<file path="src/sv/lps_pkg.sv">
package lps_pkg;

  localparam int COORD_BITS = 9;
  localparam int COLOR_BITS = 16;
  localparam int ERR_BITS   = COORD_BITS + 2;
  localparam int REM_BITS   = COORD_BITS + 1;
  localparam int FIFO_DEPTH = 4;
  localparam int FIFO_AW    = $clog2(FIFO_DEPTH);
  localparam int FIFO_CW    = FIFO_AW + 1;

  typedef logic [COORD_BITS-1:0] coord_t;
  typedef logic [COLOR_BITS-1:0] color_t;
  typedef logic [ERR_BITS-1:0]   err_t;
  typedef logic [REM_BITS-1:0]   rem_t;
  typedef logic [FIFO_CW-1:0]    fifo_cnt_t;

  typedef enum logic {
    OP_START = 1'b0,
    OP_STEP  = 1'b1
  } op_t;

  typedef enum logic [1:0] {
    DIR_NONE = 2'd0,
    DIR_UP   = 2'd1,
    DIR_DOWN = 2'd3
  } dir_t;

  typedef struct packed {
    op_t    op;
    coord_t x_start;
    coord_t y_start;
    coord_t abs_dx;
    coord_t abs_dy;
    dir_t   dir_x;
    dir_t   dir_y;
    coord_t major;
    color_t color;
  } cmd_t;

  typedef struct packed {
    logic active;
    rem_t remaining;
  } back_stat_t;

endpackage

</file>
<file path="src/sv/lps_if.sv">
interface lps_in_if;
  import lps_pkg::*;
  logic   valid;
  logic   ready;
  logic   op;
  coord_t x_start;
  coord_t y_start;
  coord_t x_end;
  coord_t y_end;
  color_t color;

  modport source (output valid, output op, output x_start, output y_start,
                  output x_end, output y_end, output color, input ready);
  modport sink   (input valid, input op, input x_start, input y_start,
                  input x_end, input y_end, input color, output ready);
endinterface

interface lps_out_if;
  import lps_pkg::*;
  logic   valid;
  logic   ready;
  coord_t pixel_x;
  coord_t pixel_y;
  color_t pixel_color;
  logic   last;

  modport source (output valid, output pixel_x, output pixel_y, output pixel_color,
                  output last, input ready);
  modport sink   (input valid, input pixel_x, input pixel_y, input pixel_color,
                  input last, output ready);
endinterface

</file>
<file path="src/sv/lps_front.sv">
module lps_front (
  lps_in_if.sink         in_ch,
  output logic           push_valid,
  input  logic           push_ready,
  output lps_pkg::cmd_t  push_cmd
);
  import lps_pkg::*;

  coord_t abs_dx;
  coord_t abs_dy;
  dir_t   dir_x;
  dir_t   dir_y;

  always_comb begin
    if (in_ch.x_end > in_ch.x_start) begin
      abs_dx = in_ch.x_end - in_ch.x_start;
      dir_x  = DIR_UP;
    end else if (in_ch.x_end < in_ch.x_start) begin
      abs_dx = in_ch.x_start - in_ch.x_end;
      dir_x  = DIR_DOWN;
    end else begin
      abs_dx = '0;
      dir_x  = DIR_NONE;
    end
    if (in_ch.y_end > in_ch.y_start) begin
      abs_dy = in_ch.y_end - in_ch.y_start;
      dir_y  = DIR_UP;
    end else if (in_ch.y_end < in_ch.y_start) begin
      abs_dy = in_ch.y_start - in_ch.y_end;
      dir_y  = DIR_DOWN;
    end else begin
      abs_dy = '0;
      dir_y  = DIR_NONE;
    end
  end

  always_comb begin
    push_cmd.op      = op_t'(in_ch.op);
    push_cmd.x_start = in_ch.x_start;
    push_cmd.y_start = in_ch.y_start;
    push_cmd.abs_dx  = abs_dx;
    push_cmd.abs_dy  = abs_dy;
    push_cmd.dir_x   = dir_x;
    push_cmd.dir_y   = dir_y;
    push_cmd.major   = (abs_dx > abs_dy) ? abs_dx : abs_dy;
    push_cmd.color   = in_ch.color;
  end

  assign push_valid  = in_ch.valid;
  assign in_ch.ready = push_ready;

endmodule

</file>
<file path="src/sv/lps_fifo.sv">
module lps_fifo (
  input  logic                clk,
  input  logic                rst_n,
  input  logic                push_valid,
  output logic                push_ready,
  input  lps_pkg::cmd_t       push_cmd,
  output logic                pop_valid,
  input  logic                pop_ready,
  output lps_pkg::cmd_t       pop_cmd,
  output lps_pkg::fifo_cnt_t  count
);
  import lps_pkg::*;

  cmd_t                mem_r [FIFO_DEPTH];
  logic [FIFO_AW-1:0]  wr_ptr_r, wr_ptr_nxt;
  logic [FIFO_AW-1:0]  rd_ptr_r, rd_ptr_nxt;
  fifo_cnt_t           count_r, count_nxt;
  logic                push, pop;

  assign push_ready = (count_r != fifo_cnt_t'(FIFO_DEPTH));
  assign pop_valid  = (count_r != '0);
  assign push       = push_valid && push_ready;
  assign pop        = pop_valid && pop_ready;
  assign pop_cmd    = mem_r[rd_ptr_r];
  assign count      = count_r;

  always_comb begin
    wr_ptr_nxt = push ? wr_ptr_r + 1'b1 : wr_ptr_r;
    rd_ptr_nxt = pop  ? rd_ptr_r + 1'b1 : rd_ptr_r;
    count_nxt  = count_r;
    if (push && !pop) begin
      count_nxt = count_r + 1'b1;
    end else if (pop && !push) begin
      count_nxt = count_r - 1'b1;
    end
  end

  always_ff @(posedge clk) begin
    if (!rst_n) begin
      wr_ptr_r <= '0;
      rd_ptr_r <= '0;
      count_r  <= '0;
    end else begin
      wr_ptr_r <= wr_ptr_nxt;
      rd_ptr_r <= rd_ptr_nxt;
      count_r  <= count_nxt;
    end
  end

  always_ff @(posedge clk) begin
    if (push) begin
      mem_r[wr_ptr_r] <= push_cmd;
    end
  end

endmodule

</file>
<file path="src/sv/lps_back.sv">
module lps_back (
  input  logic                 clk,
  input  logic                 rst_n,
  input  logic                 pop_valid,
  output logic                 pop_ready,
  input  lps_pkg::cmd_t        pop_cmd,
  lps_out_if.source            out_ch,
  output lps_pkg::back_stat_t  stat
);
  import lps_pkg::*;

  logic   active_r, active_nxt;
  rem_t   remaining_r, remaining_nxt;
  coord_t cur_x_r, cur_x_nxt;
  coord_t cur_y_r, cur_y_nxt;
  err_t   err_x_r, err_x_nxt;
  err_t   err_y_r, err_y_nxt;
  coord_t abs_dx_r, abs_dx_nxt;
  coord_t abs_dy_r, abs_dy_nxt;
  dir_t   dir_x_r, dir_x_nxt;
  dir_t   dir_y_r, dir_y_nxt;
  coord_t major_r, major_nxt;
  color_t color_r, color_nxt;

  logic   out_valid_r, out_valid_nxt;
  coord_t out_x_r, out_x_nxt;
  coord_t out_y_r, out_y_nxt;
  color_t out_color_r, out_color_nxt;
  logic   out_last_r, out_last_nxt;

  logic   is_start, out_free, do_start, do_step;
  err_t   sum_x, sum_y, major_ext;

  function automatic coord_t move_coord(coord_t c, dir_t d);
    coord_t r;
    case (d)
      DIR_UP:   r = c + 1'b1;
      DIR_DOWN: r = c - 1'b1;
      default:  r = c;
    endcase
    return r;
  endfunction

  assign is_start  = (pop_cmd.op == OP_START);
  assign out_free  = !out_valid_r || out_ch.ready;
  assign pop_ready = is_start || !active_r || out_free;
  assign do_start  = pop_valid && is_start;
  assign do_step   = pop_valid && !is_start && active_r && out_free;
  assign sum_x     = err_x_r + err_t'(abs_dx_r);
  assign sum_y     = err_y_r + err_t'(abs_dy_r);
  assign major_ext = err_t'(major_r);

  always_comb begin
    active_nxt    = active_r;
    remaining_nxt = remaining_r;
    cur_x_nxt     = cur_x_r;
    cur_y_nxt     = cur_y_r;
    err_x_nxt     = err_x_r;
    err_y_nxt     = err_y_r;
    abs_dx_nxt    = abs_dx_r;
    abs_dy_nxt    = abs_dy_r;
    dir_x_nxt     = dir_x_r;
    dir_y_nxt     = dir_y_r;
    major_nxt     = major_r;
    color_nxt     = color_r;
    out_valid_nxt = out_valid_r && !out_ch.ready;
    out_x_nxt     = out_x_r;
    out_y_nxt     = out_y_r;
    out_color_nxt = out_color_r;
    out_last_nxt  = out_last_r;

    if (do_start) begin
      active_nxt    = 1'b1;
      remaining_nxt = rem_t'(pop_cmd.major) + rem_t'(2);
      cur_x_nxt     = pop_cmd.x_start;
      cur_y_nxt     = pop_cmd.y_start;
      err_x_nxt     = '0;
      err_y_nxt     = '0;
      abs_dx_nxt    = pop_cmd.abs_dx;
      abs_dy_nxt    = pop_cmd.abs_dy;
      dir_x_nxt     = pop_cmd.dir_x;
      dir_y_nxt     = pop_cmd.dir_y;
      major_nxt     = pop_cmd.major;
      color_nxt     = pop_cmd.color;
    end else if (do_step) begin
      out_valid_nxt = 1'b1;
      out_x_nxt     = cur_x_r;
      out_y_nxt     = cur_y_r;
      out_color_nxt = color_r;
      out_last_nxt  = (remaining_r == rem_t'(1));
      remaining_nxt = remaining_r - 1'b1;
      active_nxt    = (remaining_r != rem_t'(1));
      err_x_nxt     = sum_x;
      err_y_nxt     = sum_y;
      if (sum_x > major_ext) begin
        err_x_nxt = sum_x - major_ext;
        cur_x_nxt = move_coord(cur_x_r, dir_x_r);
      end
      if (sum_y > major_ext) begin
        err_y_nxt = sum_y - major_ext;
        cur_y_nxt = move_coord(cur_y_r, dir_y_r);
      end
    end
  end

  always_ff @(posedge clk) begin
    if (!rst_n) begin
      active_r    <= 1'b0;
      remaining_r <= '0;
      out_valid_r <= 1'b0;
    end else begin
      active_r    <= active_nxt;
      remaining_r <= remaining_nxt;
      out_valid_r <= out_valid_nxt;
    end
  end

  always_ff @(posedge clk) begin
    cur_x_r     <= cur_x_nxt;
    cur_y_r     <= cur_y_nxt;
    err_x_r     <= err_x_nxt;
    err_y_r     <= err_y_nxt;
    abs_dx_r    <= abs_dx_nxt;
    abs_dy_r    <= abs_dy_nxt;
    dir_x_r     <= dir_x_nxt;
    dir_y_r     <= dir_y_nxt;
    major_r     <= major_nxt;
    color_r     <= color_nxt;
    out_x_r     <= out_x_nxt;
    out_y_r     <= out_y_nxt;
    out_color_r <= out_color_nxt;
    out_last_r  <= out_last_nxt;
  end

  assign out_ch.valid       = out_valid_r;
  assign out_ch.pixel_x     = out_x_r;
  assign out_ch.pixel_y     = out_y_r;
  assign out_ch.pixel_color = out_color_r;
  assign out_ch.last        = out_last_r;

  assign stat.active    = active_r;
  assign stat.remaining = remaining_r;

endmodule

</file>
<file path="src/sv/line_pixel_stepper.sv">
// channel  | dir | handshake          | payload
// in_ch    | in  | valid/ready        | op, x_start, y_start, x_end, y_end, color
// out_ch   | out | valid/ready        | pixel_x, pixel_y, pixel_color, last
//
// One item per cycle unless the output stalls; a step item's pixel appears
// in the cycle after it leaves the four-entry command queue, through a
// single output register. A start item loads the stepper and gives no pixel.
// rst_n (synchronous) empties the queue, drops any line and the output item.
// A stalled output holds step items of an active line; the queue keeps taking items until full.
module line_pixel_stepper (
  input  logic      clk,
  input  logic      rst_n,
  lps_in_if.sink    in_ch,
  lps_out_if.source out_ch
);
  import lps_pkg::*;

  logic       push_valid, push_ready;
  cmd_t       push_cmd;
  logic       pop_valid, pop_ready;
  cmd_t       pop_cmd;
  fifo_cnt_t  fifo_count;
  back_stat_t back_stat;

  lps_front u_front (
    .in_ch      (in_ch),
    .push_valid (push_valid),
    .push_ready (push_ready),
    .push_cmd   (push_cmd)
  );

  lps_fifo u_fifo (
    .clk        (clk),
    .rst_n      (rst_n),
    .push_valid (push_valid),
    .push_ready (push_ready),
    .push_cmd   (push_cmd),
    .pop_valid  (pop_valid),
    .pop_ready  (pop_ready),
    .pop_cmd    (pop_cmd),
    .count      (fifo_count)
  );

  lps_back u_back (
    .clk       (clk),
    .rst_n     (rst_n),
    .pop_valid (pop_valid),
    .pop_ready (pop_ready),
    .pop_cmd   (pop_cmd),
    .out_ch    (out_ch),
    .stat      (back_stat)
  );

`ifndef SYNTHESIS
  a_fifo_bound: assert property (@(posedge clk) disable iff (!rst_n)
    fifo_count <= fifo_cnt_t'(FIFO_DEPTH))
    else $error("command queue over depth");

  a_fifo_step: assert property (@(posedge clk) disable iff (!rst_n)
    rst_n && $past(rst_n) |-> (fifo_count == $past(fifo_count) ||
      fifo_count == $past(fifo_count) + 1'b1 || fifo_count + 1'b1 == $past(fifo_count)))
    else $error("command queue count jumped");

  a_idle_empty: assert property (@(posedge clk) disable iff (!rst_n)
    !back_stat.active |-> back_stat.remaining == '0)
    else $error("idle stepper with pixels left");
`endif

endmodule

</file>
<file path="src/flat_wrapper.sv">
// flat-port wrapper written by rule: the top's interface ports become plain ports
module line_pixel_stepper_flat import lps_pkg::*;
  (clk, rst_n, in_ch_valid, in_ch_op, in_ch_x_start, in_ch_y_start, in_ch_x_end, in_ch_y_end, in_ch_color, in_ch_ready, out_ch_valid, out_ch_pixel_x, out_ch_pixel_y, out_ch_pixel_color, out_ch_last, out_ch_ready);
  lps_in_if in_ch_i ();
  lps_out_if out_ch_i ();
  input  logic clk;
  input  logic rst_n;
  input wire logic [$bits(in_ch_i.valid)-1:0] in_ch_valid;
  input wire logic [$bits(in_ch_i.op)-1:0] in_ch_op;
  input wire logic [$bits(in_ch_i.x_start)-1:0] in_ch_x_start;
  input wire logic [$bits(in_ch_i.y_start)-1:0] in_ch_y_start;
  input wire logic [$bits(in_ch_i.x_end)-1:0] in_ch_x_end;
  input wire logic [$bits(in_ch_i.y_end)-1:0] in_ch_y_end;
  input wire logic [$bits(in_ch_i.color)-1:0] in_ch_color;
  output wire logic [$bits(in_ch_i.ready)-1:0] in_ch_ready;
  output wire logic [$bits(out_ch_i.valid)-1:0] out_ch_valid;
  output wire logic [$bits(out_ch_i.pixel_x)-1:0] out_ch_pixel_x;
  output wire logic [$bits(out_ch_i.pixel_y)-1:0] out_ch_pixel_y;
  output wire logic [$bits(out_ch_i.pixel_color)-1:0] out_ch_pixel_color;
  output wire logic [$bits(out_ch_i.last)-1:0] out_ch_last;
  input wire logic [$bits(out_ch_i.ready)-1:0] out_ch_ready;
  assign in_ch_i.valid = in_ch_valid;
  assign in_ch_i.op = in_ch_op;
  assign in_ch_i.x_start = in_ch_x_start;
  assign in_ch_i.y_start = in_ch_y_start;
  assign in_ch_i.x_end = in_ch_x_end;
  assign in_ch_i.y_end = in_ch_y_end;
  assign in_ch_i.color = in_ch_color;
  assign in_ch_ready = in_ch_i.ready;
  assign out_ch_valid = out_ch_i.valid;
  assign out_ch_pixel_x = out_ch_i.pixel_x;
  assign out_ch_pixel_y = out_ch_i.pixel_y;
  assign out_ch_pixel_color = out_ch_i.pixel_color;
  assign out_ch_last = out_ch_i.last;
  assign out_ch_i.ready = out_ch_ready;
  line_pixel_stepper u_core (.clk(clk), .rst_n(rst_n), .in_ch(in_ch_i), .out_ch(out_ch_i));
endmodule
</file>
<file path="config.mk">
export PLATFORM = sky130hd
export DESIGN_NAME = line_pixel_stepper_flat
export DESIGN_NICKNAME = d
export VERILOG_FILES = /design/src/sv/lps_pkg.sv /design/src/sv/lps_if.sv /design/src/sv/lps_front.sv /design/src/sv/lps_fifo.sv /design/src/sv/lps_back.sv /design/src/sv/line_pixel_stepper.sv /design/src/flat_wrapper.sv
export SDC_FILE = /design/constraint.sdc
export NUM_CORES = 1
export LEC_CHECK = 0
export BUFFER_PORTS_ARGS = -buffer_cell sky130_fd_sc_hd__clkbuf_2
export CAP_MARGIN = 0
export CORE_UTILIZATION = 35
export DETAILED_ROUTE_END_ITERATION = 10
export RECOVER_POWER = 25
export SLEW_MARGIN = 20
export SYNTH_ARGS = -nofsm -noshare
export SYNTH_HDL_FRONTEND = slang
export SYNTH_SLANG_ARGS = --single-unit
</file>
<file path="constraint.sdc">
create_clock -name clk -period 5.7 [get_ports clk]
set_clock_uncertainty 0.05 [all_clocks]
set_input_delay 0 -clock clk [delete_from_list [all_inputs] [get_ports clk]]
set_output_delay 0 -clock clk [all_outputs]
set_load 0.05 [all_outputs]
</file>
# After elaboration in Yosys (flattened, before gate mapping)
# Memories as Yosys holds them, arrays and structs flattened. A register that Yosys moved wholly into a read port is not among the register bits.
# Cells that the tools add are included.
[word_totals]
regBits = 141
ramBits = 264
out_inout_bits = 37
wordCells = 113
memories = 1
[memory_table]
columns = ["name", "words", "word_bits", "rd", "rd_clocked_by_memory_dff", "write_ports", "line", "text"]
rows = [
  ["u_core.u_fifo.mem_r", 4, 66, 1, 1, 1, "lps_fifo.sv:14", "cmd_t mem_r [FIFO_DEPTH];"],
]
[op_classes]
n_addsub = 18
n_lt_le_gt_ge = 7
eq_ne = 7
muxes = 31
bitwise = 2
reduce_logical = 27
[ops]
columns = ["cell", "count"]
rows = [
  ["9-bit 2-to-1 mux", 11],
  ["9-bit one-hot mux with 2 select lines", 2],
  ["9-bit subtractor", 4],
  ["9-bit greater-than comparator", 3],
  ["11-bit by 9-bit adder with 11-bit output", 2],
  ["11-bit by 9-bit greater-than comparator with 1-bit output", 2],
  ["11-bit 2-to-1 mux", 2],
  ["11-bit by 9-bit subtractor with 11-bit output", 2],
  ["10-bit 2-to-1 mux", 2],
  ["9-bit by 1-bit adder with 9-bit output, second input constant", 2],
  ["9-bit < comparator", 2],
  ["9-bit by 1-bit subtractor with 9-bit output, second input constant", 2],
  ["2-bit 2-to-1 mux", 6],
  ["9-bit by 2-bit adder with 10-bit output, second input constant", 1],
  ["10-bit by 1-bit equality test with 1-bit output, second input constant", 1],
  ["10-bit by 1-bit inequality test with 1-bit output, second input constant", 1],
  ["10-bit by 1-bit subtractor with 10-bit output, second input constant", 1],
  ["1-bit logical AND", 9],
  ["3-bit nonzero test", 3],
  ["2-bit nonzero test", 4],
  ["1-bit 2-to-1 mux", 6],
  ["3-bit 2-to-1 mux", 2],
  ["3-bit AND reduction", 2],
  ["1-bit logical NOT", 5],
  ["9 further kinds", 15],
]

# Depth between registers and ports, before layout
# Gate-level depths: netlist (run 1).
[logic_depth]
depth_word = 7
depth_mapped = 20
mapped_depth_nobuf = 17

# Hierarchy
# From an unflattened synthesis (run 1), not the netlist that was laid out.
[unflattened]
cells_unflattened = 1390
hier_area_um2 = 19781.5
[modules_own_cells]
columns = ["module", "instances", "cells_per_inst", "area_each_um2", "seq_area_each_um2"]
rows = [
  ["lps_fifo", 1, 392, 9997.1, 8107.8],
  ["lps_back", 1, 654, 7332.0, 3683.5],
  ["lps_front", 1, 344, 2452.4, 0.0],
]

# Worst setup path after synthesis (run 1)
# No wires, ideal clock.
[synth_path]
path_type = "register -> register"
startpoint = "reg u_core.u_back.abs_dy_r[0]"
endpoint = "reg u_core.u_back.cur_y_r[0] (enable)"
setup_time_ns = 0.285
t_arrival_ns = 3.459
required_ns = 5.365
slack_ns = 1.906
path_stages_with_launch = 15
n_path_buf = 1
cell_sequence = "edfxtp_1 > ha_1 > fa_1 > a211oi_1 > o21bai_1 > a21oi_1 > xnor2_1 > ha_1 > or4_1 > o21a_1 > a31oi_4 > o211ai_2 > or2_0 > buf_6 > a31o_1"
[synth_via]
elab_chain_len = 4
[synth_rtl]
columns = ["element", "line", "text"]
rows = [
  ["from (decl)", "lps_back.sv:19", "coord_t abs_dy_r, abs_dy_nxt;"],
  ["from (signal assigned)", "lps_back.sv:124", "abs_dy_r <= abs_dy_nxt;"],
  ["11-bit by 9-bit adder with 11-bit output", "lps_back.sv:50", "assign sum_y = err_y_r + err_t'(abs_dy_r);"],
  ["11-bit by 9-bit greater-than comparator with 1-bit output", "lps_back.sv:99", "if (sum_y > major_ext) begin"],
  ["2-bit nonzero test (no source line)", "n/a", ""],
  ["3-bit AND reduction (no source line)", "n/a", ""],
  ["to (signal assigned)", "lps_back.sv:120", "cur_y_r <= cur_y_nxt;"],
  ["to (decl)", "lps_back.sv:15", "coord_t cur_y_r, cur_y_nxt;"],
]
# Every way passes these cells.
# A chain may end at the register's enable or synchronous reset.

==> results.txt, run 1 <==
Status: finished, final reports clean
Combinational power share: 42.7%
Internal power: 8.18 mW
Largest net degree at the start of global routing: 62
Cell family contributing the most delay on the critical path: compound AO/OA/AOI/OAI gates
Worst Max-Slew Pin Slew: 1.05 ns
Overall power: 12.9 mW
Maximum fanout along the worst path: 11
Nets@finish: 1681
CTS root buf: clkbuf_16
WP data required: 5.92 ns
Setup crit start kind: input port
Worst-path clk slew: 0.06 ns
Crit path time final: 4.51 ns
Sequential Power Share: 34.7%
Synthesis-stage register bit count: 407
Row Count: 85
Critical path arrival: 4.73 ns
Pleak: 8.08 nW
Sw frac: 36.7%
Post-route cell area: 0.0224 mm^2
Seq/Total Area, Yosys: 60.9%
Max Cap Viol: 0
DP HPWL: 28.3 mm
Clk buf depth: 3
Sink Count: 407
CP cell instances: dlygate4sd3_1, clkbuf_1, ha_1, nor2b_1, o211ai_1, nand3_1, a41o_1, inv_6, nor2_2, a311oi_1, ha_1, nand2_1, o21bai_1, a31oi_1, o21bai_1, a21oi_1, a2111oi_0, a41oi_1
Post-synth design cell area: 0.0193 mm^2
Post-DP Area: 0.0206 mm^2
Setup TNS Final: 0 ns
Avg Cell Area, Syn: 14.1 um^2
Initial antenna violation count: 0
Total number of vias: 11600
Clock latency on the worst-skew pair: 0.57 ns
Synthesized net count: 1538
Crit-path max cell delay: 0.64 ns
Layout cells sized above 1: 14.2%
Initial Util: 35.7%
Core box area: 0.0542 mm^2
Initial DRC count: 621
Crit path buf inv count: 3
Vias in the first global route: 11700
Setup bufs post-CTS: 0
Reg-to-reg slack, setup: 1.37 ns
RSZ-0062 raised after global routing: false
Htree depth: 2
Global-route wire length before repair: 65.4 mm
Number of synthesized flops with an enable pin: 364
Final hold violations: 0
Critical path type: in -> reg
Die height: 237 um
IO Count: 94
Reg2Reg Depth: 15
Peak supply drop: 0.297 mV
CTS tree: yes
I/O Buffers: 93
HP Class: in -> reg
WL/cell: 18.6 um
Synth warnings: 0
FFs w/ async S/R, synth: 0%
Synthesis-to-finish area growth: 15.6%
CTS buffer count: 42
Final max-slew violation count: 0
Residual DRC count: 0
Predominant post-synthesis flop cell: edfxtp_1
First-pass DRT Iterations: 5
Setup Viol. Count Final: 0
Post-CTS sizing: 0
Final critical-path share of the clock period: 79.0%
Clock network fraction of total power: 22.6%
WHS Path Cells: 4
Max_slew headroom: 30.3%
F_max: 222 MHz
Width of the die: 237 um
Routability Congestion: 0.864
Die area: 0.0562 mm^2
Ant diodes: 0
NetSw: 4.73 mW
Slowest-stage cell, CP: a311oi_1
Number of routed nets with antenna violations: 0
Vias per std cell: 5.15
Pwr Density: 577 mW/mm^2
Levels on crit path: 18
Critical path capture point type: flop
Synth unique cells: 85
Worst slack at placement: 1.16 ns
Cell count after synthesis: 1369
Gr usage total: 14.9%
Final WS setup: 1.19 ns
Final wirelength: 41.8 mm
Hold buffer count at cts: 39
Gr ovfl total: 0
-- through the flow --
step                utilization, %  hold WS (ns)  cells
finish                        41.3        0.0479   2241
detailed placement            37.9         0.176   2125
floorplan                        -        0.0489   1369
global route                  41.3         0.108   2241
global placement              37.9         0.167   2125
CTS                           41.4        0.0486   2241
-- registers in the layout, summed over array words and instances, names as in the netlist, 3 cells and up, named ones only --
register and count:
u_core.u_back.out_ch.pixel_color 16, u_core.u_back.abs_dy_r 9, u_core.u_back.major_r 9, u_core.u_back.color_r 16, u_core.u_back.cur_y_r 9, u_core.u_back.out_ch.pixel_x 9, u_core.u_back.remaining_r 10, u_core.u_back.abs_dx_r 9
u_core.u_back.out_ch.pixel_y 9, u_core.u_fifo.mem_r 264, u_core.u_fifo.count 3, u_core.u_back.err_x_r 11, u_core.u_back.cur_x_r 9, u_core.u_back.err_y_r 11
-- cells in the final DEF, fill, tap and decap left out, drive strengths merged, types with 6 or more instances in the layout --
| cell type | count |
|---|---|
| edfxtp | 364 |
| clkbuf | 140 |
| ha | 101 |
| inv | 99 |
| o21ai | 71 |
| nand2 | 67 |
| a21oi | 66 |
| mux4 | 66 |
| nor2 | 66 |
| dfxtp | 43 |
| dlygate4sd3 | 39 |
| xnor2 | 36 |
| nand3 | 25 |
| nor3 | 25 |
| a21o | 23 |
| xor2 | 21 |
| nor2b | 18 |
| o211ai | 17 |
| mux2i | 16 |
| clkinv | 16 |
| buf | 15 |
| and2 | 15 |
| and3 | 13 |
| nand4 | 12 |
| or3 | 12 |
| o21a | 12 |
| fa | 11 |
| a211oi | 10 |
| a21boi | 8 |
| bufinv | 8 |
| a31oi | 8 |
| nand2b | 7 |
| o21bai | 6 |
| o211a | 6 |
| mux2 | 6 |
| or2 | 6 |
-- power by group through the flow --
stage / clock network (mW) / registers, mW / logic (mW)
2_1_floorplan: 0 / 4.50 / 4.26
3_3_place_gp: 0 / 4.53 / 5.44
3_5_place_dp: 0 / 4.55 / 5.51
4_1_cts: 2.99 / 4.49 / 5.55
5_1_grt: 3.07 / 4.55 / 6.12
6_report: 2.92 / 4.48 / 5.52
-- cells in the mapped netlist, types with 18 or more instances --
master    count  area (um^2)
a21oi_1      66          330
xor2_1       21          184
o21ai_0      61          305
ha_1        101         1260
clkbuf_1     27          101
nor2b_1      18          113
edfxtp_1    364        10900
nor3_1       25          125
xnor2_1      36          315
mux4_2       66         1490
nand3_1      25          125
a21o_1       21          158
dfxtp_1      43          861
nor2_1       64          240
inv_1        95          357
nand2_1      67          251
-- cells by family after synthesis --
logic type                 count (synthesis)  synth area share [%]
buffers and inverters                    145                  3.19
AOI/OAI and AO/OA                        273                  9.27
muxes                                     88                  8.86
adders and majority gates                112                  7.67
DFF                                      407                  60.9
xor gates and xnor gates                  57                  2.58
and+or+nand+nor                          287                  7.49
-- area by class of cell --
type                       count  area, um^2
inverter                      97         369
fill                        4989       31900
clock inverter                30         412
multi-input combinational    817        6960
tap                          696         871
sequential                   407       11800
timing repair buffer         147         900
clock buffer                  47        1070
-- final timing paths --
check,from,to
worst min-delay path,in_ch_x_end[0],u_core.u_fifo.mem_r[0][38]
worst max-delay path,in_ch_y_start[1],u_core.u_fifo.mem_r[1][24]
worst max register to register,u_core.u_back.abs_dy_r[0],u_core.u_back.cur_y_r[2]
worst min register to register,u_core.u_back.color_r[15],u_core.u_back.out_ch.pixel_color[15]
-- worst reg2reg max path, cell delays in order (launching register included) --
cell      delay, ns
edfxtp_1       0.37
ha_1           0.22
fa_1           0.44
a211oi_1       0.30
o21bai_1       0.12
a21oi_1        0.18
xnor2_1        0.11
ha_1           0.32
o21ai_0        0.15
a21oi_1        0.19
o21a_1         0.22
a31oi_4        0.11
o211ai_2       0.43
or2_0          0.17
buf_4          0.19
a31o_1         0.42
-- routing by layer --
layer	wire, um	part of all wire (%)	GRT usage, %
met1	20000	48	20.7
met2	19000	46	23.8
met3	1720	4.1	2.19
met4	1060	2.5	5.38
met5	0	0	0
Power figures use the tool's default switching activity.
==> run 2, diff against run 1 <==
--- a/config.mk
+++ b/config.mk
@@ -5,6 +5,7 @@
 export SDC_FILE = /design/constraint.sdc
 export NUM_CORES = 1
 export LEC_CHECK = 0
+export ABC_AREA = 1
 export BUFFER_PORTS_ARGS = -buffer_cell sky130_fd_sc_hd__clkbuf_2
 export CAP_MARGIN = 0
 export CORE_UTILIZATION = 35
==> constraint.sdc (replaced) <==
create_clock -name clk -period 3.9 [get_ports clk]
set_clock_uncertainty 0.05 [all_clocks]
set_input_delay 0 -clock clk [delete_from_list [all_inputs] [get_ports clk]]
set_output_delay 0 -clock clk [all_outputs]
set_load 0.05 [all_outputs]
==> run 2 against run 1 <==
Against the previous run: global-route usage up 1.6 points; final cell count up 28%; via count up 24%; synthesized area rose by 3.8%; routed wire length is 16% higher; critical path depth fell by 1; power increased by 57%; hold slack better by 0.0015 ns.
==> results.txt, run 2 <==
Crit path time final: 3.61 ns
Initial DRC count: 1053
Final critical-path share of the clock period: 92.5%
IO Count: 94
DP HPWL: 32.4 mm
F_max: 277 MHz
Worst Max-Slew Pin Slew: 0.938 ns
HP Class: in -> reg
Final hold violations: 0
Seq/Total Area, Yosys: 58.7%
Slowest-stage cell, CP: fa_1
Pwr Density: 872 mW/mm^2
Worst slack at placement: 0.124 ns
CTS buffer count: 45
Post-synth top area share: 54.4%
Placed cell count: 2751
Critical path capture point type: flop
Global-route wire length before repair: 76.8 mm
Critical path arrival: 4.08 ns
Post-route insts no fill: 2872
Layout cells sized above 1: 10.7%
Gr ovfl total: 0
Sink Count: 407
WHS Path Cells: 4
WL/cell: 16.9 um
Synthesis-to-finish area growth: 15.9%
Final wirelength: 48.6 mm
I/O Buffers: 93
Reg2reg start: u_core.u_back.abs_dy_r[0]
Htree depth: 2
Synthesized net count: 2112
Max_slew headroom: 37.3%
Final WS setup: 0.293 ns
Initial Util: 35.5%
Vias per std cell: 4.98
Number of routed nets with antenna violations: 0
Max Cap Viol: 0
Number of synthesized flops with an enable pin: 364
Maximum fanout along the worst path: 11
Critical path's most frequent cell: nand2_1
Gr usage total: 16.6%
Top post-synthesis cells by area: edfxtp_1, nand2_1, ha_1
Worst R2R End: u_core.u_back.err_y_r[2]
Clock latency on the worst-skew pair: 0.59 ns
Worst-path clk slew: 0.06 ns
Synthesis-stage register bit count: 407
Most frequent cells in the layout: nand2_1, edfxtp_1, inv_1
Worst-case hold path end point: u_core.u_fifo.mem_r[2][29]
Setup crit start kind: flop
Pleak: 9.32 nW
Core box area: 0.0565 mm^2
CP cell instances: ha_1, fa_1, buf_4, a31o_2, xor2_1, inv_1, ha_1, a21oi_1, nand2_1, nand2_1, nand2_1, nor2_1, o211ai_2, buf_4, nand2_1, nand3_1, nand2_1
Synth area leader: edfxtp_1
Cell count after synthesis: 1943
Peak supply drop: 0.409 mV
Reg-to-reg slack, setup: 0.29 ns
CTS tree: yes
Commonest non-fill, non-tap cell in the layout: nand2_1
Setup Viol. Count Final: 0
Width of the die: 242 um
CTS root buf: clkbuf_16
Total number of vias: 14300
Synth warnings: 0
Initial antenna violation count: 1
Clk buf depth: 3
Commonest cells in the netlist: nand2_1, edfxtp_1, nor2_1
Max FFs per register: 264
Residual DRC count: 0
Nets@finish: 2252
Predominant post-synthesis flop cell: edfxtp_1
Post-synth design cell area: 0.0201 mm^2
Status: finished, final reports clean
Die height: 242 um
Avg Cell Area, Syn: 10.3 um^2
Routability Congestion: 0.904
First-pass DRT Iterations: 5
Largest net degree at the start of global routing: 103
Reg2Reg Depth: 17
Final max-slew violation count: 0
Row Count: 87
Largest reg by FF count: u_core.u_fifo.mem_r
Die area: 0.0583 mm^2
Ant diodes: 0
Most common cell in the synthesized netlist: nand2_1
Vias in the first global route: 14000
WP data required: 4.37 ns
Critical path type: reg -> reg
Crit-path max cell delay: 0.43 ns
FFs w/ async S/R, synth: 0%
Overall power: 20.3 mW
HP Start: in_ch_y_end[0]
Synth unique cells: 51
run 2: cell types whose count changed after synthesis, sizes merged, moves of 22 or more:
cell	change
o22ai	+58
nand3	+84
xor2	+25
xnor2	-22
nor2	+129
o21ai	+101
nand2	+326
inv	+106
mux4	-66
run 2: worst max-delay path, delay by kind of cell, from the launching register on:
family,cells,cell delay (ns)
simple gates,7,0.74
compound gates,3,0.66
xor+xnor,1,0.20
buf+inv,3,0.48
flops,1,0.37
fa+ha+maj,3,1.04
run 2: stage by stage:
step | hold WS (ns) | util, % | cell area [um^2] | TNS, ns
after floorplan | 0.0489 | - | 20100 | -138.20
after global placement | 0.164 | 38.0 | 21500 | 0
after detailed placement | 0.172 | 38.0 | 21500 | 0
after CTS | 0.0319 | 41.2 | 23300 | 0
after global routing | 0.0595 | 41.2 | 23300 | -0.0161
final | 0.0494 | 41.2 | 23300 | 0
run 2: worst max path at each step:
stage,endpoint,slack [ns],start,cells after the start
floorplan,u_core.u_fifo.mem_r[0][0],-0.52,u_core.u_fifo.count[0],4
global placement,u_core.u_back.cur_y_r[8],0.19,u_core.u_back.abs_dy_r[0],16
detailed placement,u_core.u_back.cur_y_r[6],0.12,u_core.u_back.abs_dy_r[0],16
CTS,u_core.u_back.cur_y_r[6],0.10,u_core.u_back.abs_dy_r[0],16
global route,u_core.u_back.cur_x_r[5],-0.004,u_core.u_back.abs_dx_r[0],21
finish,u_core.u_back.err_y_r[2],0.29,u_core.u_back.abs_dy_r[0],17
run 2: power by group:
group          switching [mW]  total (mW)  internal, mW
combinational            6.41        9.56          3.15
sequential              0.418        6.62          6.20
clock                    1.71        4.11          2.40
run 2: final cells by class:
cell class              instances  area (um^2)
multi-input cells            1264         7220
repair buffers                161         1100
well taps                     756          946
clock buffers                  53         1160
inverters                     204          768
flip-flops and latches        407        11800
fillers                      5319        33200
clock inverters                27          267
run 2: cell families (layout without fill, tap and decap cells):
| logic type | Yosys count | in the layout | share of synthesized area, % |
|---|---|---|---|
| AND/OR/NAND/NOR | 740 | 740 | 15.6 |
| flip-flops | 407 | 407 | 58.7 |
| AO/OA/AOI/OAI | 352 | 352 | 10.0 |
| buffers and inverters | 272 | 445 | 5.61 |
| adder cells (fa/ha/maj) | 112 | 112 | 7.39 |
| XOR/XNOR | 60 | 60 | 2.62 |
run 2: timing repair:
action / CTS / global route
hold endpoints to repair: 158 / 0
hold buffers: 38 / 0
resized for setup: 0 / 9
setup endpoints to repair: 0 / 23
buffers inserted: 0 / 3
run 2: layer usage:
metal	track usage [%]	part of all wire [%]	up-vias
met2	27.4	48	324
met1	22.6	46	6938
met3	2.44	4.7	58
li1	-	-	6989
met5	0	0	-
met4	4.53	1.7	0
